$ cat src/rv32i_execute_unit_defines.svh
// Assertion helpers shared by the execute unit files.
// Every check is sampled on the rising edge of clk and held off while rst_n is low.
`ifndef RV32I_EXECUTE_UNIT_DEFINES_SVH
`define RV32I_EXECUTE_UNIT_DEFINES_SVH

// The consequent must hold in the same cycle as the antecedent.
`define EU_ASSERT_IMP(lbl, ante, cons) \
  lbl: assert property (@(posedge clk) disable iff (!rst_n) (ante) |-> (cons)) \
    else $error("execute unit check failed");

// The consequent must hold in the cycle after the antecedent.
`define EU_ASSERT_NXT(lbl, ante, cons) \
  lbl: assert property (@(posedge clk) disable iff (!rst_n) (ante) |=> (cons)) \
    else $error("execute unit check failed");

`endif

$ cat src/rv32i_eu_pkg.sv
package rv32i_eu_pkg;

  typedef enum logic [3:0] {
    MODE_LUI    = 4'd0,
    MODE_AUIPC  = 4'd1,
    MODE_JAL    = 4'd2,
    MODE_JALR   = 4'd3,
    MODE_OP_IMM = 4'd4,
    MODE_OP     = 4'd5,
    MODE_LOAD   = 4'd6,
    MODE_STORE  = 4'd7,
    MODE_BRANCH = 4'd8,
    MODE_NOP    = 4'd9
  } mode_t;

  // funct3 codes of the ALU operations.
  localparam logic [2:0] F3_ADD  = 3'd0;
  localparam logic [2:0] F3_SLL  = 3'd1;
  localparam logic [2:0] F3_SLT  = 3'd2;
  localparam logic [2:0] F3_SLTU = 3'd3;
  localparam logic [2:0] F3_XOR  = 3'd4;
  localparam logic [2:0] F3_SR   = 3'd5;
  localparam logic [2:0] F3_OR   = 3'd6;
  localparam logic [2:0] F3_AND  = 3'd7;

  // funct3 codes of the branch compares.
  localparam logic [2:0] BR_BEQ  = 3'd0;
  localparam logic [2:0] BR_BNE  = 3'd1;
  localparam logic [2:0] BR_BLT  = 3'd4;
  localparam logic [2:0] BR_BGE  = 3'd5;
  localparam logic [2:0] BR_BLTU = 3'd6;
  localparam logic [2:0] BR_BGEU = 3'd7;

  localparam logic [31:0] LINK_STEP  = 32'd4;
  localparam int          SHAMT_BITS = 5;

  typedef enum logic [3:0] {
    ALU_ADD,
    ALU_SUB,
    ALU_SLL,
    ALU_SLT,
    ALU_SLTU,
    ALU_XOR,
    ALU_SRL,
    ALU_SRA,
    ALU_OR,
    ALU_AND
  } alu_op_t;

  // Control that rides along with an item through all stages.
  typedef struct packed {
    logic       jump;      // unconditional transfer
    logic       branch;    // conditional transfer
    logic [2:0] br_f3;     // branch compare code
    logic       res_zero;  // result field is forced to zero
    logic       tgt_en;    // target field carries the adder sum
    logic       tgt_clr0;  // clear bit 0 of the target
  } ctl_t;

  typedef struct packed {
    ctl_t        ctl;
    alu_op_t     alu_op;
    logic [31:0] alu_x;
    logic [31:0] alu_y;
    logic [31:0] tgt_x;
    logic [31:0] tgt_y;
  } s1_t;

  typedef struct packed {
    ctl_t        ctl;
    logic [31:0] alu_res;
    logic [31:0] tgt_sum;
    logic        eq;
    logic        lt;
    logic        ltu;
  } s2_t;

endpackage

$ cat src/rv32i_eu_dec.sv
module rv32i_eu_dec (
  input  logic               clk,
  input  logic               rst_n,
  input  logic               in_valid,
  output logic               in_ready,
  input  logic [3:0]         mode,
  input  logic [2:0]         funct3,
  input  logic               alt_bit,
  input  logic [31:0]        operand_a,
  input  logic [31:0]        operand_b,
  input  logic [31:0]        immediate,
  input  logic [31:0]        instr_addr,
  output logic               out_valid,
  input  logic               out_ready,
  output rv32i_eu_pkg::s1_t  out_data
);
  import rv32i_eu_pkg::*;

  logic valid_r;
  logic valid_nxt;
  s1_t  data_r;
  s1_t  data_nxt;
  logic load;

  assign in_ready  = !valid_r || out_ready;
  assign load      = in_valid && in_ready;
  assign valid_nxt = load ? 1'b1 : (out_ready ? 1'b0 : valid_r);

  // Operand steering: every class is mapped onto one ALU operation and one target add.
  always_comb begin
    data_nxt              = '0;
    data_nxt.alu_op       = ALU_ADD;
    data_nxt.alu_x        = operand_a;
    data_nxt.alu_y        = operand_b;
    data_nxt.tgt_x        = instr_addr;
    data_nxt.tgt_y        = immediate;
    data_nxt.ctl.br_f3    = funct3;
    case (mode)
      MODE_LUI: begin
        data_nxt.alu_x = '0;
        data_nxt.alu_y = immediate;
      end
      MODE_AUIPC: begin
        data_nxt.alu_x = instr_addr;
        data_nxt.alu_y = immediate;
      end
      MODE_JAL: begin
        data_nxt.alu_x      = instr_addr;
        data_nxt.alu_y      = LINK_STEP;
        data_nxt.ctl.jump   = 1'b1;
        data_nxt.ctl.tgt_en = 1'b1;
      end
      MODE_JALR: begin
        data_nxt.alu_x        = instr_addr;
        data_nxt.alu_y        = LINK_STEP;
        data_nxt.tgt_x        = operand_a;
        data_nxt.ctl.jump     = 1'b1;
        data_nxt.ctl.tgt_en   = 1'b1;
        data_nxt.ctl.tgt_clr0 = 1'b1;
      end
      MODE_OP_IMM, MODE_OP: begin
        if (mode == MODE_OP_IMM) begin
          data_nxt.alu_y = immediate;
        end
        case (funct3)
          F3_ADD:  data_nxt.alu_op = (mode == MODE_OP && alt_bit) ? ALU_SUB : ALU_ADD;
          F3_SLL:  data_nxt.alu_op = ALU_SLL;
          F3_SLT:  data_nxt.alu_op = ALU_SLT;
          F3_SLTU: data_nxt.alu_op = ALU_SLTU;
          F3_XOR:  data_nxt.alu_op = ALU_XOR;
          F3_SR:   data_nxt.alu_op = alt_bit ? ALU_SRA : ALU_SRL;
          F3_OR:   data_nxt.alu_op = ALU_OR;
          default: data_nxt.alu_op = ALU_AND;
        endcase
      end
      MODE_LOAD, MODE_STORE: begin
        data_nxt.alu_y = immediate;
      end
      MODE_BRANCH: begin
        data_nxt.ctl.branch   = 1'b1;
        data_nxt.ctl.res_zero = 1'b1;
        data_nxt.ctl.tgt_en   = 1'b1;
      end
      default: begin
        data_nxt.ctl.res_zero = 1'b1;
      end
    endcase
  end

  always_ff @(posedge clk) begin
    if (!rst_n) begin
      valid_r <= 1'b0;
    end else begin
      valid_r <= valid_nxt;
    end
  end

  always_ff @(posedge clk) begin
    if (load) begin
      data_r <= data_nxt;
    end
  end

  assign out_valid = valid_r;
  assign out_data  = data_r;

endmodule

$ cat src/rv32i_eu_alu.sv
module rv32i_eu_alu (
  input  logic               clk,
  input  logic               rst_n,
  input  logic               in_valid,
  output logic               in_ready,
  input  rv32i_eu_pkg::s1_t  in_data,
  output logic               out_valid,
  input  logic               out_ready,
  output rv32i_eu_pkg::s2_t  out_data
);
  import rv32i_eu_pkg::*;

  logic                  valid_r;
  logic                  valid_nxt;
  s2_t                   data_r;
  s2_t                   data_nxt;
  logic                  load;
  logic [SHAMT_BITS-1:0] shamt;
  logic                  lt;
  logic                  ltu;

  assign in_ready  = !valid_r || out_ready;
  assign load      = in_valid && in_ready;
  assign valid_nxt = load ? 1'b1 : (out_ready ? 1'b0 : valid_r);

  assign shamt = in_data.alu_y[SHAMT_BITS-1:0];
  assign lt    = $signed(in_data.alu_x) < $signed(in_data.alu_y);
  assign ltu   = in_data.alu_x < in_data.alu_y;

  always_comb begin
    data_nxt         = '0;
    data_nxt.ctl     = in_data.ctl;
    data_nxt.tgt_sum = in_data.tgt_x + in_data.tgt_y;
    data_nxt.eq      = in_data.alu_x == in_data.alu_y;
    data_nxt.lt      = lt;
    data_nxt.ltu     = ltu;
    case (in_data.alu_op)
      ALU_ADD:  data_nxt.alu_res = in_data.alu_x + in_data.alu_y;
      ALU_SUB:  data_nxt.alu_res = in_data.alu_x - in_data.alu_y;
      ALU_SLL:  data_nxt.alu_res = in_data.alu_x << shamt;
      ALU_SLT:  data_nxt.alu_res = {31'd0, lt};
      ALU_SLTU: data_nxt.alu_res = {31'd0, ltu};
      ALU_XOR:  data_nxt.alu_res = in_data.alu_x ^ in_data.alu_y;
      ALU_SRL:  data_nxt.alu_res = in_data.alu_x >> shamt;
      ALU_SRA:  data_nxt.alu_res = 32'($signed(in_data.alu_x) >>> shamt);
      ALU_OR:   data_nxt.alu_res = in_data.alu_x | in_data.alu_y;
      ALU_AND:  data_nxt.alu_res = in_data.alu_x & in_data.alu_y;
      default:  data_nxt.alu_res = '0;
    endcase
  end

  always_ff @(posedge clk) begin
    if (!rst_n) begin
      valid_r <= 1'b0;
    end else begin
      valid_r <= valid_nxt;
    end
  end

  always_ff @(posedge clk) begin
    if (load) begin
      data_r <= data_nxt;
    end
  end

  assign out_valid = valid_r;
  assign out_data  = data_r;

endmodule

$ cat src/rv32i_execute_unit.sv
// Channel   Direction  Ports                                   Contents
// in_       slave      in_tvalid/in_tready/in_tdata/in_tuser   one decoded instruction
// out_      master     out_tvalid/out_tready/out_tdata/out_tuser  one execute result
//
// Every item passes three register stages: operand steering, ALU and adders, and the
// branch decision with the output register. An accepted item is registered in the
// steering register, then the ALU register, then the output register with out_tvalid.
// One item is taken in every cycle while the output side keeps up.
// Each stage holds its item until the next stage can take it, so a stall on out_tready
// backs up stage by stage; up to three items are held and none is lost or repeated.
// Reset is synchronous on rst_n low; it clears only the stage valid bits and cnt_r.
`include "rv32i_execute_unit_defines.svh"

module rv32i_execute_unit (
  input  logic         clk,
  input  logic         rst_n,
  input  logic         in_tvalid,
  output logic         in_tready,
  // operand_a [31:0], operand_b [63:32], immediate [95:64], instr_addr [127:96]
  input  logic [127:0] in_tdata,
  // mode [3:0], funct3 [6:4], alt_bit [7]
  input  logic [7:0]   in_tuser,
  output logic         out_tvalid,
  input  logic         out_tready,
  // result [31:0], target_address [63:32]
  output logic [63:0]  out_tdata,
  // taken flag [0], redirect [1]
  output logic [1:0]   out_tuser
);
  import rv32i_eu_pkg::*;

  // Stage one: class decode and operand selection.
  logic s1_valid;
  logic s1_ready;
  s1_t  s1_data;
  // Stage two: ALU result, target sum and compare flags.
  logic s2_valid;
  logic s2_ready;
  s2_t  s2_data;

  // Stage three is the output register.
  logic        out_valid_r;
  logic        out_valid_nxt;
  logic [31:0] out_result_r;
  logic [31:0] out_result_nxt;
  logic [31:0] out_target_r;
  logic [31:0] out_target_nxt;
  logic        out_taken_r;
  logic        out_taken_nxt;
  ctl_t        out_ctl_r;
  logic        s3_load;

  // Items in flight, kept to cross-check the stage valid bits.
  logic [1:0] cnt_r;
  logic [1:0] cnt_nxt;
  logic [1:0] occ;
  logic       in_acc;
  logic       out_acc;

  rv32i_eu_dec u_dec (
    .clk        (clk),
    .rst_n      (rst_n),
    .in_valid   (in_tvalid),
    .in_ready   (in_tready),
    .mode       (in_tuser[3:0]),
    .funct3     (in_tuser[6:4]),
    .alt_bit    (in_tuser[7]),
    .operand_a  (in_tdata[31:0]),
    .operand_b  (in_tdata[63:32]),
    .immediate  (in_tdata[95:64]),
    .instr_addr (in_tdata[127:96]),
    .out_valid  (s1_valid),
    .out_ready  (s1_ready),
    .out_data   (s1_data)
  );

  rv32i_eu_alu u_alu (
    .clk       (clk),
    .rst_n     (rst_n),
    .in_valid  (s1_valid),
    .in_ready  (s1_ready),
    .in_data   (s1_data),
    .out_valid (s2_valid),
    .out_ready (s2_ready),
    .out_data  (s2_data)
  );

  // The output register takes a new item when it is empty or its item leaves now.
  assign s2_ready      = !out_valid_r || out_tready;
  assign s3_load       = s2_valid && s2_ready;
  assign out_valid_nxt = s3_load ? 1'b1 : (out_tready ? 1'b0 : out_valid_r);

  // Jumps are always taken; a branch follows its compare; unknown compares fall through.
  always_comb begin
    out_taken_nxt = 1'b0;
    if (s2_data.ctl.jump) begin
      out_taken_nxt = 1'b1;
    end else if (s2_data.ctl.branch) begin
      case (s2_data.ctl.br_f3)
        BR_BEQ:  out_taken_nxt = s2_data.eq;
        BR_BNE:  out_taken_nxt = !s2_data.eq;
        BR_BLT:  out_taken_nxt = s2_data.lt;
        BR_BGE:  out_taken_nxt = !s2_data.lt;
        BR_BLTU: out_taken_nxt = s2_data.ltu;
        BR_BGEU: out_taken_nxt = !s2_data.ltu;
        default: out_taken_nxt = 1'b0;
      endcase
    end
  end

  // Branches and no-ops report a zero result; non-control items report a zero target.
  // JALR drops bit zero of its computed target.
  always_comb begin
    out_result_nxt = s2_data.ctl.res_zero ? '0 : s2_data.alu_res;
    if (!s2_data.ctl.tgt_en) begin
      out_target_nxt = '0;
    end else if (s2_data.ctl.tgt_clr0) begin
      out_target_nxt = {s2_data.tgt_sum[31:1], 1'b0};
    end else begin
      out_target_nxt = s2_data.tgt_sum;
    end
  end

  always_ff @(posedge clk) begin
    if (!rst_n) begin
      out_valid_r <= 1'b0;
    end else begin
      out_valid_r <= out_valid_nxt;
    end
  end

  always_ff @(posedge clk) begin
    if (s3_load) begin
      out_result_r <= out_result_nxt;
      out_target_r <= out_target_nxt;
      out_taken_r  <= out_taken_nxt;
      out_ctl_r    <= s2_data.ctl;
    end
  end

  assign out_tvalid = out_valid_r;
  assign out_tdata  = {out_target_r, out_result_r};
  // A taken transfer always redirects fetch.
  assign out_tuser  = {out_taken_r, out_taken_r};

  // Occupancy tracking for the checks below.
  assign in_acc  = in_tvalid && in_tready;
  assign out_acc = out_valid_r && out_tready;
  assign cnt_nxt = cnt_r + 2'(in_acc) - 2'(out_acc);
  assign occ     = 2'(s1_valid) + 2'(s2_valid) + 2'(out_valid_r);

  always_ff @(posedge clk) begin
    if (!rst_n) begin
      cnt_r <= 2'd0;
    end else begin
      cnt_r <= cnt_nxt;
    end
  end

  // The stage valid bits account for exactly the items accepted and not yet delivered.
  `EU_ASSERT_IMP(a_occupancy, 1'b1, cnt_r == occ)
  // A result leaves the output register only through a completed handshake.
  `EU_ASSERT_IMP(a_no_drop, $fell(out_tvalid) && $past(rst_n), $past(out_tready))
  // A taken flag can come only from a jump or a branch.
  `EU_ASSERT_IMP(a_taken_ctl, out_tvalid && out_taken_r, out_ctl_r.jump || out_ctl_r.branch)
  // Items without a control transfer carry a zero target.
  `EU_ASSERT_IMP(a_tgt_zero, out_tvalid && !out_ctl_r.tgt_en, out_target_r == 32'd0)
  // A branch never writes back a value.
  `EU_ASSERT_IMP(a_br_res, out_tvalid && out_ctl_r.branch, out_result_r == 32'd0)

endmodule

$ cat config.mk
export PLATFORM = sky130hd
export DESIGN_NAME = rv32i_execute_unit
export DESIGN_NICKNAME = d
export VERILOG_FILES = /design/src/rv32i_eu_pkg.sv /design/src/rv32i_eu_dec.sv /design/src/rv32i_eu_alu.sv /design/src/rv32i_execute_unit.sv
export VERILOG_INCLUDE_DIRS = /design/src /design/src/src
export SDC_FILE = /design/constraint.sdc
export NUM_CORES = 1
export LEC_CHECK = 0
export BUFFER_PORTS_ARGS = -buffer_cell sky130_fd_sc_hd__buf_2
export CAP_MARGIN = 5
export CORE_AREA = 2 2 262 264
export DETAILED_ROUTE_END_ITERATION = 8
export DIE_AREA = 0 0 264 266
export SYNTH_ARGS = -nofsm -noshare
export SYNTH_HDL_FRONTEND = slang
export SYNTH_HIERARCHICAL = 1
export SYNTH_SLANG_ARGS = --single-unit
$ cat constraint.sdc
create_clock -name clk -period 5.3 [get_ports clk]
set_input_delay 0.265 -clock clk [delete_from_list [all_inputs] [get_ports clk]]
set_output_delay 0.265 -clock clk [all_outputs]
set_load 0.005 [all_outputs]
==> run metrics <==
outcome finished clean; Layout Skew 0.0133 ns; chip width 264 µm; worst-margin pin slew 0.971 ns; Die ar. 0.0702 mm²; P_sw 0.00221 W; placed cell areas 0.0219 mm²; IO Port Bufs 207; largest net degree at the start of global routing 141; crit end category flop; Seq/Total Area, Yosys 42.2%; GRT overflow 0; Area Overhead vs Synth 17.0%; Syn. warnings 6; DR pass1 iterations 8; Power per Cell Area 301 mW/mm²; sequential power share 39.2%; post-route cell area 0.0235 mm²; TritonCTS clock tree done; starting density of the core 29.6%; clock buffer depth 3; WP data arrival 4.42 ns; Comb power frac 24.7%; final hold vios 0; Hold Path Class primary input to flop; first-pass GRT wire length 109 mm; DRC Markers 0; initial antenna violation count 0; via count 17501; utilization after layout 34.7%; clk sinks 283; cts repair resizes 0; Num CTS Buffers 34; CP Max Fanout 8; remaining antenna violation count 0; Post-CTS Setup Repair Bufs 0; critical path class flop to flop; Vias/cell 5.58; Max Cap Viol 0; P_leak 9.21 nW; Tcrit/Tclk final 77.9%; Setup violations, final 0; Pins Over Slew Limit 0; Core Region 0.0677 mm²; clk root buf clkbuf_16; Worst-path clk slew 0.06 ns; fmax 242 MHz; clk_lat worst skew 0.56 ns; Die Y 266 µm; Synth area leaders edfxtp_1, ha_1, a21oi_1; Syn Nets 2320; Syn Inst Count 2048; Synth cell types 87; Worst Setup Start Kind flop; Max-slew headroom 35.1%; final worst path period need 4.13 ns; H-Tree Depth 2; commonest non-fill, non-tap cell in the layout edfxtp_1; vias in the first global route 17077; largest vdd supply drop 0.221 mV; area leader, netlist edfxtp_1; gpl congestion 0.950; commonest cells after routing, fill and taps aside edfxtp_1, buf_2, nor2_1; Rows 96; n_diodes 0; internal power 0.00486 W; drt first-iter violations 1754; RSZ-0062 raised after global routing false; clock share of power 36.1%; Main synth FF type edfxtp_1; detailed-placement wirelength estimate 55.6 mm; EDFF count, synth 280; asr flop ratio synth 0%; Routed WL 73.8 mm; FF+latch count, synth 283; critical path required time 5.59 ns; total power 0.00706 W; Final #Nets 2500; WL/cell 23.6 µm; post-synth top area share 41.9%; num ports 208; Post-CTS Hold Buffers 39; GRT Overall Usage 20.4%; share of cells above drive strength 1 17.0%; setup TNS 0 ns; Sw Share 31.2%; Avg Cell Area, Syn 9.80 µm²; cell area after synthesis 0.0201 mm²
==> worst max-delay path, stage by stage (launching register included) <==
cell,delay [ns]
edfxtp_1,0.51
inv_1,0.13
ha_1,0.44
nor2_1,0.13
a221oi_1,0.46
o21bai_1,0.23
a21oi_1,0.47
o21ai_1,0.26
a31o_2,0.34
a211oi_1,0.40
o2bb2ai_1,0.24
o211a_1,0.17
a31oi_1,0.05
==> final cells by class <==
class	count	area, µm²
Clock buffer	37	883
Clock inverter	23	317
Fill cell	6939	44300
Inverter	116	435
Multi-Input combinational cell	1515	10600
Sequential cell	283	8470
Tap cell	882	1100
Timing Repair Buffer	278	1680
==> synth_stat cells (6+ instances only) <==
library cell and instances:
o2111ai_1 11, mux2i_1 66, a211o_1 9, nand4_1 13, nand2_1 123, a221oi_1 23, nor2_1 200, xor2_1 7
a211oi_1 28, xnor2_1 28, ha_1 129, or2_2 6, mux4_2 14, a221o_1 8, nand2b_1 21, inv_1 114
nor4_1 12, buf_2 40, o21a_1 16, o21bai_1 19, a21o_1 20, nor3_1 29, nor2b_1 45, o21ai_0 120
o211a_1 6, nand3_1 25, clkbuf_1 73, a31oi_1 13, buf_1 12, or4_1 9, o31ai_1 14, o211ai_1 30
or3_1 12, and2_1 44, a21oi_1 190, and3_1 6, o22ai_1 21, a22oi_1 11, mux2_2 41, a22o_1 63
edfxtp_1 280
==> cell families (layout without fill, tap and decap cells) <==
logic type	count (synthesis)	after routing	share of synthesized area [%]
xor gates and xnor gates	35	35	1.53
and+or+nand+nor	556	556	13.2
AOI/OAI and AO/OA	671	671	22.4
buffers and inverters	250	454	5.19
adders and majority gates	132	132	8.34
DFF	283	283	42.2
muxes	121	121	7.16
==> layer usage <==
metal	track usage [%]	part of all wire (%)	vias up
met5	0	0	-
met4	6.42	2.9	0
met3	2.39	6.1	124
met2	34.3	47	779
met1	27.5	44	8559
li1	-	-	8039
==> worst paths after layout <==
path	startpoint	endpoint	slack [ns]	depth (start not counted)
max reg2reg	u_dec/out_data[99]	u_alu/out_data[66]	1.17	12
max	u_dec/out_data[99]	u_alu/out_data[66]	1.17	12
min reg2reg	u_dec/out_data[137]	u_alu/out_data[72]	0.41	0
min	in_tdata[58]	u_dec/out_data[90]	0.02	2
==> through the flow <==
stage	std cells	setup slack, ns	hold WS, ns
after floorplan	2048	0.903	0.364
after global placement	3035	1.35	0.402
after detailed placement	3035	1.37	0.405
after CTS	3134	1.35	0.00143
after global routing	3134	1.10	0.0136
final	3134	1.17	0.0164
==> power by group through the flow <==
stage / clock network, W / registers [W] / logic [W]
floorplan: 0 / 0.00276 / 0.00115
global placement: 0 / 0.00281 / 0.00168
detailed placement: 0 / 0.00281 / 0.00168
CTS: 0.00261 / 0.00277 / 0.00172
global route: 0.00269 / 0.00278 / 0.00189
finish: 0.00255 / 0.00277 / 0.00175
==> registers in the layout, indices dropped and copies added (netlist names) <==
signal / count
u_alu/out_data: 75
out_taken_r: 1
out_tvalid: 1
out_target_r: 32
u_dec/out_data: 140
u_alu/out_valid: 1
out_result_r: 32
u_dec/out_valid: 1
Power figures use the tool's default switching activity.
